<file path="src/hdl/fpp_pkg.sv">
// ----------------------------------------------------------------------------
// fpp_pkg: shared types and constants of the position parser
// board slot codes, memory port bundles, scalar snapshot and piece decode
// ----------------------------------------------------------------------------
package fpp_pkg;

  localparam int NumBoards   = 12;
  localparam int SlotW       = 4;
  localparam int BoardW      = 64;
  localparam int SquareW     = 6;
  localparam int CountW      = 16;
  localparam int OutTdataW   = 112;
  localparam int OutTuserW   = 4;

  // board slot codes
  localparam logic [SlotW-1:0] SLOT_W_PAWN   = 4'd0;
  localparam logic [SlotW-1:0] SLOT_W_ROOK   = 4'd1;
  localparam logic [SlotW-1:0] SLOT_W_KNIGHT = 4'd2;
  localparam logic [SlotW-1:0] SLOT_W_BISHOP = 4'd3;
  localparam logic [SlotW-1:0] SLOT_W_QUEEN  = 4'd4;
  localparam logic [SlotW-1:0] SLOT_W_KING   = 4'd5;
  localparam logic [SlotW-1:0] SLOT_B_PAWN   = 4'd6;
  localparam logic [SlotW-1:0] SLOT_B_ROOK   = 4'd7;
  localparam logic [SlotW-1:0] SLOT_B_KNIGHT = 4'd8;
  localparam logic [SlotW-1:0] SLOT_B_BISHOP = 4'd9;
  localparam logic [SlotW-1:0] SLOT_B_QUEEN  = 4'd10;
  localparam logic [SlotW-1:0] SLOT_B_KING   = 4'd11;
  localparam logic [SlotW-1:0] SLOT_WHITE    = 4'd12;
  localparam logic [SlotW-1:0] SLOT_BLACK    = 4'd13;
  localparam logic [SlotW-1:0] SLOT_ALL      = 4'd14;

  typedef struct packed {
    logic             en;
    logic [SlotW-1:0] addr;
  } mem_rd_t;

  typedef struct packed {
    logic              en;
    logic [SlotW-1:0]  addr;
    logic [BoardW-1:0] data;
  } mem_wr_t;

  typedef struct packed {
    logic               side_white;
    logic [3:0]         castle;     // bit0 wk, bit1 wq, bit2 bk, bit3 bq
    logic               ep_valid;
    logic [SquareW-1:0] ep_square;
    logic [CountW-1:0]  half;
    logic [CountW-1:0]  full;
  } snap_t;

  // piece letter to board slot, hit flag in the top bit
  function automatic logic [SlotW:0] slot_of(input logic [7:0] c);
    logic [SlotW:0] res;
    begin
      res = '0;
      case (c)
        8'h50: res = {1'b1, SLOT_W_PAWN};
        8'h52: res = {1'b1, SLOT_W_ROOK};
        8'h4E: res = {1'b1, SLOT_W_KNIGHT};
        8'h42: res = {1'b1, SLOT_W_BISHOP};
        8'h51: res = {1'b1, SLOT_W_QUEEN};
        8'h4B: res = {1'b1, SLOT_W_KING};
        8'h70: res = {1'b1, SLOT_B_PAWN};
        8'h72: res = {1'b1, SLOT_B_ROOK};
        8'h6E: res = {1'b1, SLOT_B_KNIGHT};
        8'h62: res = {1'b1, SLOT_B_BISHOP};
        8'h71: res = {1'b1, SLOT_B_QUEEN};
        8'h6B: res = {1'b1, SLOT_B_KING};
        default: res = '0;
      endcase
      return res;
    end
  endfunction

endpackage

</file>
<file path="src/hdl/fpp_board_mem.sv">
// ----------------------------------------------------------------------------
// fpp_board_mem: piece board store
// twelve 64-bit boards, one write and one registered read port, write-first
// bypass on a same-entry collision, per-entry valid bits with a bulk clear
// ----------------------------------------------------------------------------
module fpp_board_mem (
  input  logic                   clk,
  input  logic                   rst_n,
  input  fpp_pkg::mem_rd_t       rd,
  input  fpp_pkg::mem_wr_t       wr,
  input  logic                   clr,
  output logic [fpp_pkg::BoardW-1:0] rd_data
);
  import fpp_pkg::*;

  logic [BoardW-1:0]    mem [NumBoards];
  logic [NumBoards-1:0] valid_r;
  logic [BoardW-1:0]    rd_data_r;
  logic                 rd_valid_r;
  logic                 bypass;

  assign bypass = wr.en && (wr.addr == rd.addr);

  always_ff @(posedge clk) begin
    if (wr.en) begin
      mem[wr.addr] <= wr.data;
    end
    if (rd.en) begin
      rd_data_r <= bypass ? wr.data : mem[rd.addr];
    end
  end

  always_ff @(posedge clk) begin
    if (!rst_n) begin
      valid_r    <= '0;
      rd_valid_r <= 1'b0;
    end else begin
      if (clr) begin
        valid_r <= '0;
      end else if (wr.en) begin
        valid_r[wr.addr] <= 1'b1;
      end
      if (rd.en) begin
        rd_valid_r <= bypass || valid_r[rd.addr];
      end
    end
  end

  // an entry never written since the last clear reads as empty
  assign rd_data = rd_valid_r ? rd_data_r : '0;

endmodule

</file>
<file path="src/hdl/fpp_parser.sv">
// ----------------------------------------------------------------------------
// fpp_parser: per-byte decode of the position string
// holds the scalar fields, issues board reads and the merged write-back
// ----------------------------------------------------------------------------
module fpp_parser (
  input  logic                       clk,
  input  logic                       rst_n,
  input  logic                       accept,
  input  logic [7:0]                 symbol,
  input  logic                       last,
  input  logic [fpp_pkg::BoardW-1:0] rd_data,
  output fpp_pkg::mem_rd_t           rd,
  output fpp_pkg::mem_wr_t           wr,
  output fpp_pkg::snap_t             snap
);
  import fpp_pkg::*;

  localparam logic [2:0] FLD_PLACE   = 3'd0;
  localparam logic [2:0] FLD_SIDE    = 3'd1;
  localparam logic [2:0] FLD_CASTLE  = 3'd2;
  localparam logic [2:0] FLD_PASSANT = 3'd3;
  localparam logic [2:0] FLD_HALF    = 3'd4;
  localparam logic [2:0] FLD_FULL    = 3'd5;
  localparam logic [2:0] FLD_MAX     = 3'd7;

  localparam logic [7:0] CH_SPACE = 8'h20;
  localparam logic [7:0] CH_DASH  = 8'h2D;
  localparam logic [7:0] CH_SLASH = 8'h2F;
  localparam logic [7:0] CH_0     = 8'h30;
  localparam logic [7:0] CH_1     = 8'h31;
  localparam logic [7:0] CH_8     = 8'h38;
  localparam logic [7:0] CH_9     = 8'h39;
  localparam logic [7:0] CH_A_LO  = 8'h61;
  localparam logic [7:0] CH_H_LO  = 8'h68;
  localparam logic [7:0] CH_K_UP  = 8'h4B;
  localparam logic [7:0] CH_Q_UP  = 8'h51;
  localparam logic [7:0] CH_K_LO  = 8'h6B;
  localparam logic [7:0] CH_Q_LO  = 8'h71;
  localparam logic [7:0] CH_W_LO  = 8'h77;
  localparam logic [7:0] CH_B_LO  = 8'h62;

  localparam logic [7:0] START_SQ  = 8'd56;
  localparam logic [7:0] RANK_BACK = 8'd16;

  function automatic logic [CountW-1:0] add_digit(input logic [CountW-1:0] v,
                                                  input logic [3:0] d);
    logic [CountW+3:0] t;
    begin
      t = {v, 3'b000} + {2'b00, v, 1'b0} + {{CountW{1'b0}}, d};
      return (t > {4'd0, {CountW{1'b1}}}) ? {CountW{1'b1}} : t[CountW-1:0];
    end
  endfunction

  logic [7:0]         sq_r, sq_nxt;
  logic [2:0]         field_r, field_nxt;
  logic               side_r, side_nxt;
  logic [3:0]         castle_r, castle_nxt;
  logic               ep_v_r, ep_v_nxt;
  logic [SquareW-1:0] ep_sq_r, ep_sq_nxt;
  logic               pend_v_r, pend_v_nxt;
  logic [2:0]         pend_col_r, pend_col_nxt;
  logic [CountW-1:0]  half_r, half_nxt;
  logic [CountW-1:0]  full_r, full_nxt;
  logic               b_v_r, b_v_nxt;
  logic [SlotW-1:0]   b_slot_r, b_slot_nxt;
  logic [SquareW-1:0] b_sq_r, b_sq_nxt;

  logic               digit;
  logic               consumed;
  logic [2:0]         field_v;
  logic [SlotW:0]     piece;
  logic [2:0]         rank;

  assign digit = (symbol >= CH_0) && (symbol <= CH_9);
  assign piece = slot_of(symbol);
  assign rank  = 3'(symbol[3:0] - 4'd1);

  always_comb begin
    sq_nxt       = sq_r;
    field_nxt    = field_r;
    side_nxt     = side_r;
    castle_nxt   = castle_r;
    ep_v_nxt     = ep_v_r;
    ep_sq_nxt    = ep_sq_r;
    pend_v_nxt   = pend_v_r;
    pend_col_nxt = pend_col_r;
    half_nxt     = half_r;
    full_nxt     = full_r;
    b_v_nxt      = 1'b0;
    b_slot_nxt   = b_slot_r;
    b_sq_nxt     = b_sq_r;
    consumed     = 1'b0;
    field_v      = field_r;
    rd           = '0;
    if (accept) begin
      // a digit right after the en-passant file completes the square
      if (pend_v_r) begin
        pend_v_nxt = 1'b0;
        if (digit) begin
          consumed = 1'b1;
          if ((symbol >= CH_1) && (symbol <= CH_8)) begin
            ep_v_nxt  = 1'b1;
            ep_sq_nxt = {rank, pend_col_r};
          end
        end
      end
      if (!consumed) begin
        if (field_r == FLD_PLACE) begin
          if (digit) begin
            sq_nxt = sq_r + {4'd0, symbol[3:0]};
          end else if (symbol == CH_SLASH) begin
            sq_nxt = sq_r - RANK_BACK;
          end else begin
            if (piece[SlotW] && (sq_r[7:6] == 2'b00)) begin
              rd.en      = 1'b1;
              rd.addr    = piece[SlotW-1:0];
              b_v_nxt    = 1'b1;
              b_slot_nxt = piece[SlotW-1:0];
              b_sq_nxt   = sq_r[SquareW-1:0];
            end
            sq_nxt = sq_r + 8'd1;
          end
        end
        if ((symbol == CH_SPACE) && (field_r != FLD_MAX)) begin
          field_v = field_r + 3'd1;
        end
        field_nxt = field_v;
        case (field_v)
          FLD_SIDE: begin
            if (symbol == CH_W_LO) side_nxt = 1'b1;
            if (symbol == CH_B_LO) side_nxt = 1'b0;
          end
          FLD_CASTLE: begin
            if (symbol == CH_K_UP) castle_nxt[0] = 1'b1;
            if (symbol == CH_Q_UP) castle_nxt[1] = 1'b1;
            if (symbol == CH_K_LO) castle_nxt[2] = 1'b1;
            if (symbol == CH_Q_LO) castle_nxt[3] = 1'b1;
            if (symbol == CH_DASH) castle_nxt    = '0;
          end
          FLD_PASSANT: begin
            if (symbol == CH_DASH) begin
              ep_v_nxt = 1'b0;
            end else if ((symbol >= CH_A_LO) && (symbol <= CH_H_LO)) begin
              pend_v_nxt   = 1'b1;
              pend_col_nxt = symbol[2:0] - 3'd1;
            end
          end
          FLD_HALF: begin
            if (digit) half_nxt = add_digit(half_r, symbol[3:0]);
          end
          FLD_FULL: begin
            if (digit) full_nxt = add_digit(full_r, symbol[3:0]);
          end
          default: begin
          end
        endcase
      end
    end
  end

  // values after this byte, before the end-of-string clear
  assign snap.side_white = side_nxt;
  assign snap.castle     = castle_nxt;
  assign snap.ep_valid   = ep_v_nxt;
  assign snap.ep_square  = ep_v_nxt ? ep_sq_nxt : '0;
  assign snap.half       = half_nxt;
  assign snap.full       = full_nxt;

  always_ff @(posedge clk) begin
    if (!rst_n) begin
      sq_r       <= START_SQ;
      field_r    <= FLD_PLACE;
      side_r     <= 1'b1;
      castle_r   <= '0;
      ep_v_r     <= 1'b0;
      ep_sq_r    <= '0;
      pend_v_r   <= 1'b0;
      pend_col_r <= '0;
      half_r     <= '0;
      full_r     <= '0;
      b_v_r      <= 1'b0;
    end else begin
      side_r  <= side_nxt;
      ep_v_r  <= ep_v_nxt;
      ep_sq_r <= ep_sq_nxt;
      b_v_r   <= b_v_nxt;
      if (accept && last) begin
        sq_r       <= START_SQ;
        field_r    <= FLD_PLACE;
        castle_r   <= '0;
        pend_v_r   <= 1'b0;
        pend_col_r <= '0;
        half_r     <= '0;
        full_r     <= '0;
      end else begin
        sq_r       <= sq_nxt;
        field_r    <= field_nxt;
        castle_r   <= castle_nxt;
        pend_v_r   <= pend_v_nxt;
        pend_col_r <= pend_col_nxt;
        half_r     <= half_nxt;
        full_r     <= full_nxt;
      end
    end
  end

  always_ff @(posedge clk) begin
    b_slot_r <= b_slot_nxt;
    b_sq_r   <= b_sq_nxt;
  end

  // write-back stage: board read in the previous cycle, set the square bit
  assign wr.en   = b_v_r;
  assign wr.addr = b_slot_r;
  assign wr.data = rd_data | ({{(BoardW-1){1'b0}}, 1'b1} << b_sq_r);

endmodule

</file>
<file path="src/hdl/fpp_emit.sv">
// ----------------------------------------------------------------------------
// fpp_emit: result sequencer
// reads the twelve boards in order, builds the unions and drives the
// output register, then clears the board store
// ----------------------------------------------------------------------------
module fpp_emit (
  input  logic                       clk,
  input  logic                       rst_n,
  input  logic                       start,
  input  fpp_pkg::snap_t             snap,
  input  logic [fpp_pkg::BoardW-1:0] rd_data,
  input  logic                       out_ready,
  output fpp_pkg::mem_rd_t           rd,
  output logic                       clr,
  output logic                       busy,
  output logic                       out_valid,
  output logic [fpp_pkg::SlotW-1:0]  out_slot,
  output logic [fpp_pkg::BoardW-1:0] out_bits,
  output fpp_pkg::snap_t             out_snap,
  output logic                       out_last
);
  import fpp_pkg::*;

  typedef enum logic {EM_IDLE, EM_RUN} em_state_t;

  localparam logic [SlotW-1:0] RdEnd = SlotW'(NumBoards);

  em_state_t         state_r, state_nxt;
  logic [SlotW-1:0]  rd_idx_r, rd_idx_nxt;
  logic [SlotW-1:0]  slot_r, slot_nxt;
  logic              pend_r, pend_nxt;
  logic [BoardW-1:0] white_r, white_nxt;
  logic [BoardW-1:0] black_r, black_nxt;
  snap_t             snap_r, snap_nxt;
  logic              out_valid_r, out_valid_nxt;
  logic [SlotW-1:0]  out_slot_r, out_slot_nxt;
  logic [BoardW-1:0] out_bits_r, out_bits_nxt;
  snap_t             out_snap_r, out_snap_nxt;
  logic              out_last_r, out_last_nxt;

  logic              running;
  logic              from_mem;
  logic              load;
  logic              issue;
  logic [BoardW-1:0] load_bits;

  assign running  = (state_r == EM_RUN);
  assign from_mem = (slot_r < SLOT_WHITE);
  assign load     = running && (!out_valid_r || out_ready) && (!from_mem || pend_r);
  assign issue    = running && (rd_idx_r != RdEnd) && (!pend_r || load);

  always_comb begin
    case (slot_r)
      SLOT_WHITE: load_bits = white_r;
      SLOT_BLACK: load_bits = black_r;
      SLOT_ALL:   load_bits = white_r | black_r;
      default:    load_bits = rd_data;
    endcase
  end

  always_comb begin
    state_nxt     = state_r;
    rd_idx_nxt    = rd_idx_r;
    slot_nxt      = slot_r;
    pend_nxt      = pend_r;
    white_nxt     = white_r;
    black_nxt     = black_r;
    snap_nxt      = snap_r;
    out_valid_nxt = out_valid_r && !out_ready;
    out_slot_nxt  = out_slot_r;
    out_bits_nxt  = out_bits_r;
    out_snap_nxt  = out_snap_r;
    out_last_nxt  = out_last_r;
    if (start) begin
      state_nxt  = EM_RUN;
      rd_idx_nxt = '0;
      slot_nxt   = '0;
      pend_nxt   = 1'b0;
      white_nxt  = '0;
      black_nxt  = '0;
      snap_nxt   = snap;
    end else if (running) begin
      if (load) begin
        out_valid_nxt = 1'b1;
        out_slot_nxt  = slot_r;
        out_bits_nxt  = load_bits;
        out_snap_nxt  = snap_r;
        out_last_nxt  = (slot_r == SLOT_ALL);
        slot_nxt      = slot_r + 4'd1;
        if (slot_r < SLOT_B_PAWN) begin
          white_nxt = white_r | rd_data;
        end else if (from_mem) begin
          black_nxt = black_r | rd_data;
        end
        if (from_mem) begin
          pend_nxt = 1'b0;
        end
        if (slot_r == SLOT_ALL) begin
          state_nxt = EM_IDLE;
        end
      end
      if (issue) begin
        pend_nxt   = 1'b1;
        rd_idx_nxt = rd_idx_r + 4'd1;
      end
    end
  end

  always_ff @(posedge clk) begin
    if (!rst_n) begin
      state_r     <= EM_IDLE;
      rd_idx_r    <= '0;
      slot_r      <= '0;
      pend_r      <= 1'b0;
      out_valid_r <= 1'b0;
      out_last_r  <= 1'b0;
    end else begin
      state_r     <= state_nxt;
      rd_idx_r    <= rd_idx_nxt;
      slot_r      <= slot_nxt;
      pend_r      <= pend_nxt;
      out_valid_r <= out_valid_nxt;
      out_last_r  <= out_last_nxt;
    end
    white_r    <= white_nxt;
    black_r    <= black_nxt;
    snap_r     <= snap_nxt;
    out_slot_r <= out_slot_nxt;
    out_bits_r <= out_bits_nxt;
    out_snap_r <= out_snap_nxt;
  end

  assign rd.en     = issue;
  assign rd.addr   = rd_idx_r;
  assign clr       = load && (slot_r == SLOT_ALL);
  assign busy      = running;
  assign out_valid = out_valid_r;
  assign out_slot  = out_slot_r;
  assign out_bits  = out_bits_r;
  assign out_snap  = out_snap_r;
  assign out_last  = out_last_r;

  a_last_on_final: assert property (@(posedge clk) disable iff (!rst_n)
    clr |=> out_valid_r && out_last_r && (out_slot_r == SLOT_ALL))
    else $error("final union not marked last");

  a_no_pend_idle: assert property (@(posedge clk) disable iff (!rst_n)
    !running |-> !pend_r)
    else $error("board read pending outside a run");

  a_clr_after_reads: assert property (@(posedge clk) disable iff (!rst_n)
    clr |-> (rd_idx_r == RdEnd) && !pend_r)
    else $error("store cleared before all boards were read");

endmodule

</file>
<file path="src/hdl/fen_position_parser.sv">
// ----------------------------------------------------------------------------
// fen_position_parser: position string to occupancy boards
// byte-wise parser with the piece boards held in a small synchronous memory
// ----------------------------------------------------------------------------
// usage
//   in_*  : one ascii byte per transaction in in_tdata[7:0], in_tlast on the
//           final byte of the string
//   out_* : fifteen transactions per string, board slot in out_tuser,
//           the board and the scalar fields in out_tdata, out_tlast on the
//           fifteenth (the all-piece union)
// throughput
//   ordinary bytes are taken one per cycle; a piece letter does a
//   read-modify-write of its board in the store, a registered read and then
//   the write-back stage, overlapped with the next byte through the store's
//   write-first bypass; after the final byte in_tready stays low while the
//   fifteen results go out, at best one per cycle with a ready receiver
// first result
//   the first result follows the run start, board read and output registers
// reset and stall
//   rst_n clears the parser fields, the store valid bits and the sequencer;
//   a stalled receiver holds the output register and pauses the board reads
// ----------------------------------------------------------------------------
module fen_position_parser (
  input  logic                              clk,
  input  logic                              rst_n,
  // input stream
  input  logic                              in_tvalid,
  output logic                              in_tready,
  input  logic [7:0]                        in_tdata,  // [7:0] symbol
  input  logic                              in_tlast,  // end_of_text
  // result stream
  output logic                              out_tvalid,
  input  logic                              out_tready,
  // [63:0] board_bits, [64] white_to_move, [65] castle_white_king,
  // [66] castle_white_queen, [67] castle_black_king, [68] castle_black_queen,
  // [69] passant_valid, [75:70] passant_square, [91:76] halfmove_clock,
  // [107:92] fullmove_number, [111:108] zero
  output logic [fpp_pkg::OutTdataW-1:0]     out_tdata,
  output logic [fpp_pkg::OutTuserW-1:0]     out_tuser, // [3:0] board_slot
  output logic                              out_tlast  // run_last
);
  import fpp_pkg::*;

  logic              in_fire;
  logic              emit_busy;
  logic              mem_clr;
  logic [BoardW-1:0] mem_rd_data;
  mem_rd_t           p_rd;
  mem_rd_t           e_rd;
  mem_rd_t           m_rd;
  mem_wr_t           p_wr;
  snap_t             p_snap;
  snap_t             o_snap;
  logic [SlotW-1:0]  o_slot;
  logic [BoardW-1:0] o_bits;

  // no bytes while the boards of a finished string are going out
  assign in_tready = !emit_busy;
  assign in_fire   = in_tvalid && in_tready;

  fpp_parser u_parser (
    .clk     (clk),
    .rst_n   (rst_n),
    .accept  (in_fire),
    .symbol  (in_tdata),
    .last    (in_tlast),
    .rd_data (mem_rd_data),
    .rd      (p_rd),
    .wr      (p_wr),
    .snap    (p_snap)
  );

  // the parser reads only on an accepted byte, the sequencer only while busy
  assign m_rd.en   = p_rd.en || e_rd.en;
  assign m_rd.addr = emit_busy ? e_rd.addr : p_rd.addr;

  fpp_board_mem u_mem (
    .clk     (clk),
    .rst_n   (rst_n),
    .rd      (m_rd),
    .wr      (p_wr),
    .clr     (mem_clr),
    .rd_data (mem_rd_data)
  );

  fpp_emit u_emit (
    .clk       (clk),
    .rst_n     (rst_n),
    .start     (in_fire && in_tlast),
    .snap      (p_snap),
    .rd_data   (mem_rd_data),
    .out_ready (out_tready),
    .rd        (e_rd),
    .clr       (mem_clr),
    .busy      (emit_busy),
    .out_valid (out_tvalid),
    .out_slot  (o_slot),
    .out_bits  (o_bits),
    .out_snap  (o_snap),
    .out_last  (out_tlast)
  );

  assign out_tuser = o_slot;
  assign out_tdata = {4'd0, o_snap.full, o_snap.half, o_snap.ep_square,
                      o_snap.ep_valid, o_snap.castle, o_snap.side_white, o_bits};

  a_no_rd_clash: assert property (@(posedge clk) disable iff (!rst_n)
    !(p_rd.en && e_rd.en))
    else $error("parser and sequencer read the store together");

  a_no_wr_on_clr: assert property (@(posedge clk) disable iff (!rst_n)
    !(p_wr.en && mem_clr))
    else $error("board write collides with the store clear");

endmodule

</file>
<file path="config.mk">
export PLATFORM = sky130hd
export DESIGN_NAME = fen_position_parser
export DESIGN_NICKNAME = d
export VERILOG_FILES = /design/src/hdl/fpp_pkg.sv /design/src/hdl/fpp_board_mem.sv /design/src/hdl/fpp_parser.sv /design/src/hdl/fpp_emit.sv /design/src/hdl/fen_position_parser.sv
export SDC_FILE = /design/constraint.sdc
export NUM_CORES = 2
export LEC_CHECK = 0
export ABC_AREA = 1
export BUFFER_PORTS_ARGS = -buffer_cell sky130_fd_sc_hd__buf_2
export CAP_MARGIN = 20
export CORE_MARGIN = 2
export CORE_UTILIZATION = 30
export CTS_BUF_LIST = sky130_fd_sc_hd__clkbuf_8
export DETAILED_ROUTE_END_ITERATION = 10
export PLACE_DENSITY = 0.42
export SLEW_MARGIN = 10
export SYNTH_ARGS = -nofsm -noshare
export SYNTH_HDL_FRONTEND = slang
export SYNTH_SLANG_ARGS = --single-unit
</file>
<file path="constraint.sdc">
create_clock -name clk -period 10.29 [get_ports clk]
set_input_delay 1.029 -clock clk [delete_from_list [all_inputs] [get_ports clk]]
set_output_delay 1.029 -clock clk [all_outputs]
set_load 0.01 [all_outputs]
</file>
==> results.py <==
metrics = {
    "run_status": {
        "status": "finished, final reports clean",
    },
    "power_and_ir_drop": {
        "p_per_area_mw_per_mm2": 162,
        "p_leak_nw": 24.8,
        "clkPwrFrac_pct": 42.9,
        "swShare_pct": 23.6,
        "switching_power_mw": 2.35,
        "pwr-share-seq_pct": 53.8,
        "p_int_mw": 7.60,
        "ir_drop_mv": 0.116,
        "combPwrFrac_pct": 3.3,
    },
    "floorplan": {
        "die_h_microns": 428,
        "coreArea_sq_mm": 0.178,
        "std_cell_rows": 155,
        "ios": 132,
        "initial_utilization_pct": 30.2,
        "die_w_microns": 428,
        "die-area_sq_mm": 0.183,
    },
    "setup_path": {
        "crit_arrival_ns": 5.71,
        "ff2ff_setup_slack_ns": 5.27,
        "reg2regPathDepth": 16,
        "critical_path_required_ns": 10.98,
        "criticalPathCategory": "reg2reg",
        "worst_setup_path_end_kind": "register",
        "worstReg2RegStart": "u_emit.busy$_SDFF_PN0_",
        "r2r_end": "u_mem.rd_data_r[42]$_DFFE_PP_",
        "cp_max_fo": 88,
        "critPathLaunchType": "register",
    },
    "clocking": {
        "postCtsSetupRepairBufs": 0,
        "cts_resized": 0,
        "cts_tree": "yes",
        "ctsHoldBuffers": 0,
        "clk_path_buf_depth": 3,
        "numClockSinks": 1211,
        "cts_max_level": 4,
        "cts_made_buffers": 215,
        "clk_latency_ns": 0.97,
        "clk_pin_slew_ns": 0.06,
        "cts-root-buf": "clkbuf_8",
    },
    "grt": {
        "antenna_found_initial": 7,
        "first_global_vias": 37500,
        "grt_pass1_wl_mm": 254,
        "grt_overflow": 0,
        "grt_max_degree": 185,
        "grt_util_all_layers_pct": 18.7,
    },
    "yosys": {
        "synth_ff_type": "edfxtp_1",
        "avgSynthCellArea_sq_um": 10.1,
        "synth-edff-count": 998,
        "syn_area_sq_mm": 0.0538,
        "synth_seq_area_share_pct": 63.6,
        "netlist_instances": 5332,
        "ys_seq_elements": 1211,
        "ys_types": 46,
        "ys_warn_count": 0,
        "async_flop_share_pct": 0,
    },
    "placement": {
        "gp_congestion": 0.804,
        "hpwl_mm": 95.4,
        "portBuffers": 127,
    },
    "run": {
        "maxCapViolations": 0,
    },
    "hold_path": {
        "hp-start": "u_emit.snap_r[28]$_DFFE_PP_",
        "min_path_cells": 0,
        "hp-class": "reg2reg",
        "worstHoldEndpoint": "u_emit.out_snap[28]$_DFFE_PP_",
    },
    "sta": {
        "setup_tns_ns": 0,
        "min_period_ns": 5.02,
        "hold_slack_ns": 0.402,
        "fin_worst_skew_ns": 0.0437,
        "maxSlewHeadroom_pct": 27.0,
        "slew_viol_final": 0,
        "rsz0062_at_grt": "false",
        "worstMarginPinSlew_ns": 1.10,
        "period_share_pct": 48.8,
        "setup_viol_count_final": 0,
        "fmax_mhz": 199,
        "final_hold_viol_count": 0,
    },
    "drt": {
        "dr.pass1.iters": 6,
        "wl_per_cell_microns": 21.5,
        "dr.first_iter.drc_count": 3163,
        "wl_mm": 173,
        "drcViolationCount": 0,
        "viasPerCell": 4.73,
        "via_count": 38100,
        "drtAntennaViolNets": 0,
    },
    "layout": {
        "num-fill-cells": 18200,
        "drive_gt1_share_pct": 10.4,
        "area_growth_syn_to_layout_pct": 14.0,
        "finalNetCount": 5619,
    },
}
-- cells in the final DEF, fill, tap and decap left out, types with 4 or more instances in the layout --
master       n
edfxtp_1   998
nand3_1    539
inv_1      814
ha_1        83
clkinv_2    30
buf_4      120
nand3b_1   275
o21ai_1     16
buf_12       4
nor2_4      16
nand3_2      4
inv_2        6
conb_1       4
xor2_1      20
o22ai_1      4
clkinv_1    42
nand4_1     18
a21oi_1    215
buf_2      128
nand2_1   1176
nor3_1      16
fa_1         5
nor2_1     371
diode_2      6
o21bai_1     7
o211ai_1     5
a31oi_1      9
clkbuf_8   238
o221ai_1    65
o21ai_0    181
xnor2_1     15
or2_2       15
dfxtp_1    212
-- flip-flops by register name, summed over array words and instances, names as in the netlist, 8 cells and up --
register         cells
u_parser.sq_r        8
u_parser.full_r     16
u_emit.snap_r       44
u_emit.black_r      64
u_emit.out_bits     64
u_emit.white_r      64
u_mem.mem          768
u_mem.valid_r       12
u_parser.half_r     16
u_emit.out_snap     44
u_mem.rd_data_r     64
-- worst max-delay path: stages, from the launching register on --
cell	delay [ns]
dfxtp_1	0.40
inv_1	0.16
nand2_1	0.20
nor3_1	0.42
nand3_2	0.16
inv_2	0.12
nand3_1	0.20
nand2_8	0.51
buf_4	0.78
inv_8	0.44
buf_4	0.52
nand3_1	0.20
nand3_1	0.09
nand2_1	0.09
nand2_1	0.05
nand2_1	0.09
nand2_1	0.05
-- worst max path at each step --
stage                                      start                            end  slack [ns]
after floorplan                       out_tready  u_emit.slot_r[2]$_SDFFE_PP0P_        6.19
after global placement               in_tdata[0]  u_mem.rd_data_r[29]$_DFFE_PP_        4.35
after detailed placement             in_tdata[0]   u_mem.rd_data_r[4]$_DFFE_PP_        4.30
after CTS                 u_emit.busy$_SDFF_PN0_  u_mem.rd_data_r[57]$_DFFE_PP_        5.18
after global routing      u_emit.busy$_SDFF_PN0_  u_mem.rd_data_r[57]$_DFFE_PP_        4.84
final                     u_emit.busy$_SDFF_PN0_  u_mem.rd_data_r[42]$_DFFE_PP_        5.27
-- cell type report --
| cell class | instances | area, sq um | share of cell area [%] |
|---|---|---|---|
| clock inverter | 163 | 772 | 1.26 |
| multi-input combinational | 3095 | 15700 | 25.6 |
| inverter | 743 | 2810 | 4.58 |
| sequential | 1211 | 34200 | 55.8 |
| antenna | 6 | 15.0 | 0.0245 |
| tap | 2355 | 2950 | 4.80 |
| clock buffer | 238 | 3280 | 5.34 |
| timing repair buffer | 252 | 1620 | 2.64 |
-- through the flow --
stage               util (%)  instances  instance area, sq um  setup WS, ns  power (mW)
finish                  34.4       8063                 61400          5.27        9.94
global placement        32.1       7654                 57300          4.35        5.78
global route            34.4       8059                 61400          4.84        10.3
floorplan                  -       5335                 53800          6.19        5.63
CTS                     34.4       8057                 61400          5.18        10.1
detailed placement      32.1       7656                 57300          4.30        5.78
-- power groups by stage --
stage                     sequential, mW  clock (mW)  combinational (mW)
final                               5.35        4.27               0.327
after global routing                5.35        4.61               0.365
after CTS                           5.35        4.41               0.334
after detailed placement            5.45           0               0.332
after global placement              5.45           0               0.332
after floorplan                     5.44           0               0.191
-- kinds of logic (layout without fill, tap and decap cells) --
family,count (synthesis),count (layout),share of synthesized area [%]
flip-flops,1211,1211,63.6
XOR/XNOR,35,35,0.569
AO/OA/AOI/OAI,518,518,5.43
AND/OR/NAND/NOR,2447,2447,20.6
other,1,10,0.00697
buffers and inverters,1029,1396,7.66
multiplexers,3,3,0.0558
adder cells (fa/ha/maj),88,88,2.11
-- cells in the mapped netlist (all sizes together), types with 3 or more instances --
library cell	number	area share [%]
a211oi	3	0.042
a21o	3	0.042
a21oi	215	2.0
a31oi	9	0.10
buf	164	1.6
clkbuf	122	0.85
dfxtp	213	7.9
edfxtp	998	56
fa	5	0.19
ha	83	1.9
inv	742	5.2
mux2i	3	0.056
nand2	1185	8.3
nand3	544	5.1
nand3b	275	3.8
nand4	18	0.21
nor2	390	2.8
nor3	18	0.18
o211ai	5	0.070
o21ai	199	1.8
o21bai	7	0.098
o221ai	65	1.1
o22ai	4	0.046
or2	15	0.17
xnor2	15	0.24
xor2	20	0.33
-- routing by layer --
layer	GRT usage, %	wire length (microns)	share of wire (%)
met1	25.6	79900	46
met2	31.0	82400	48
met3	2.78	7260	4.2
met4	4.93	3480	2.0
met5	0	0	0
(Power assumes the default switching activity.)
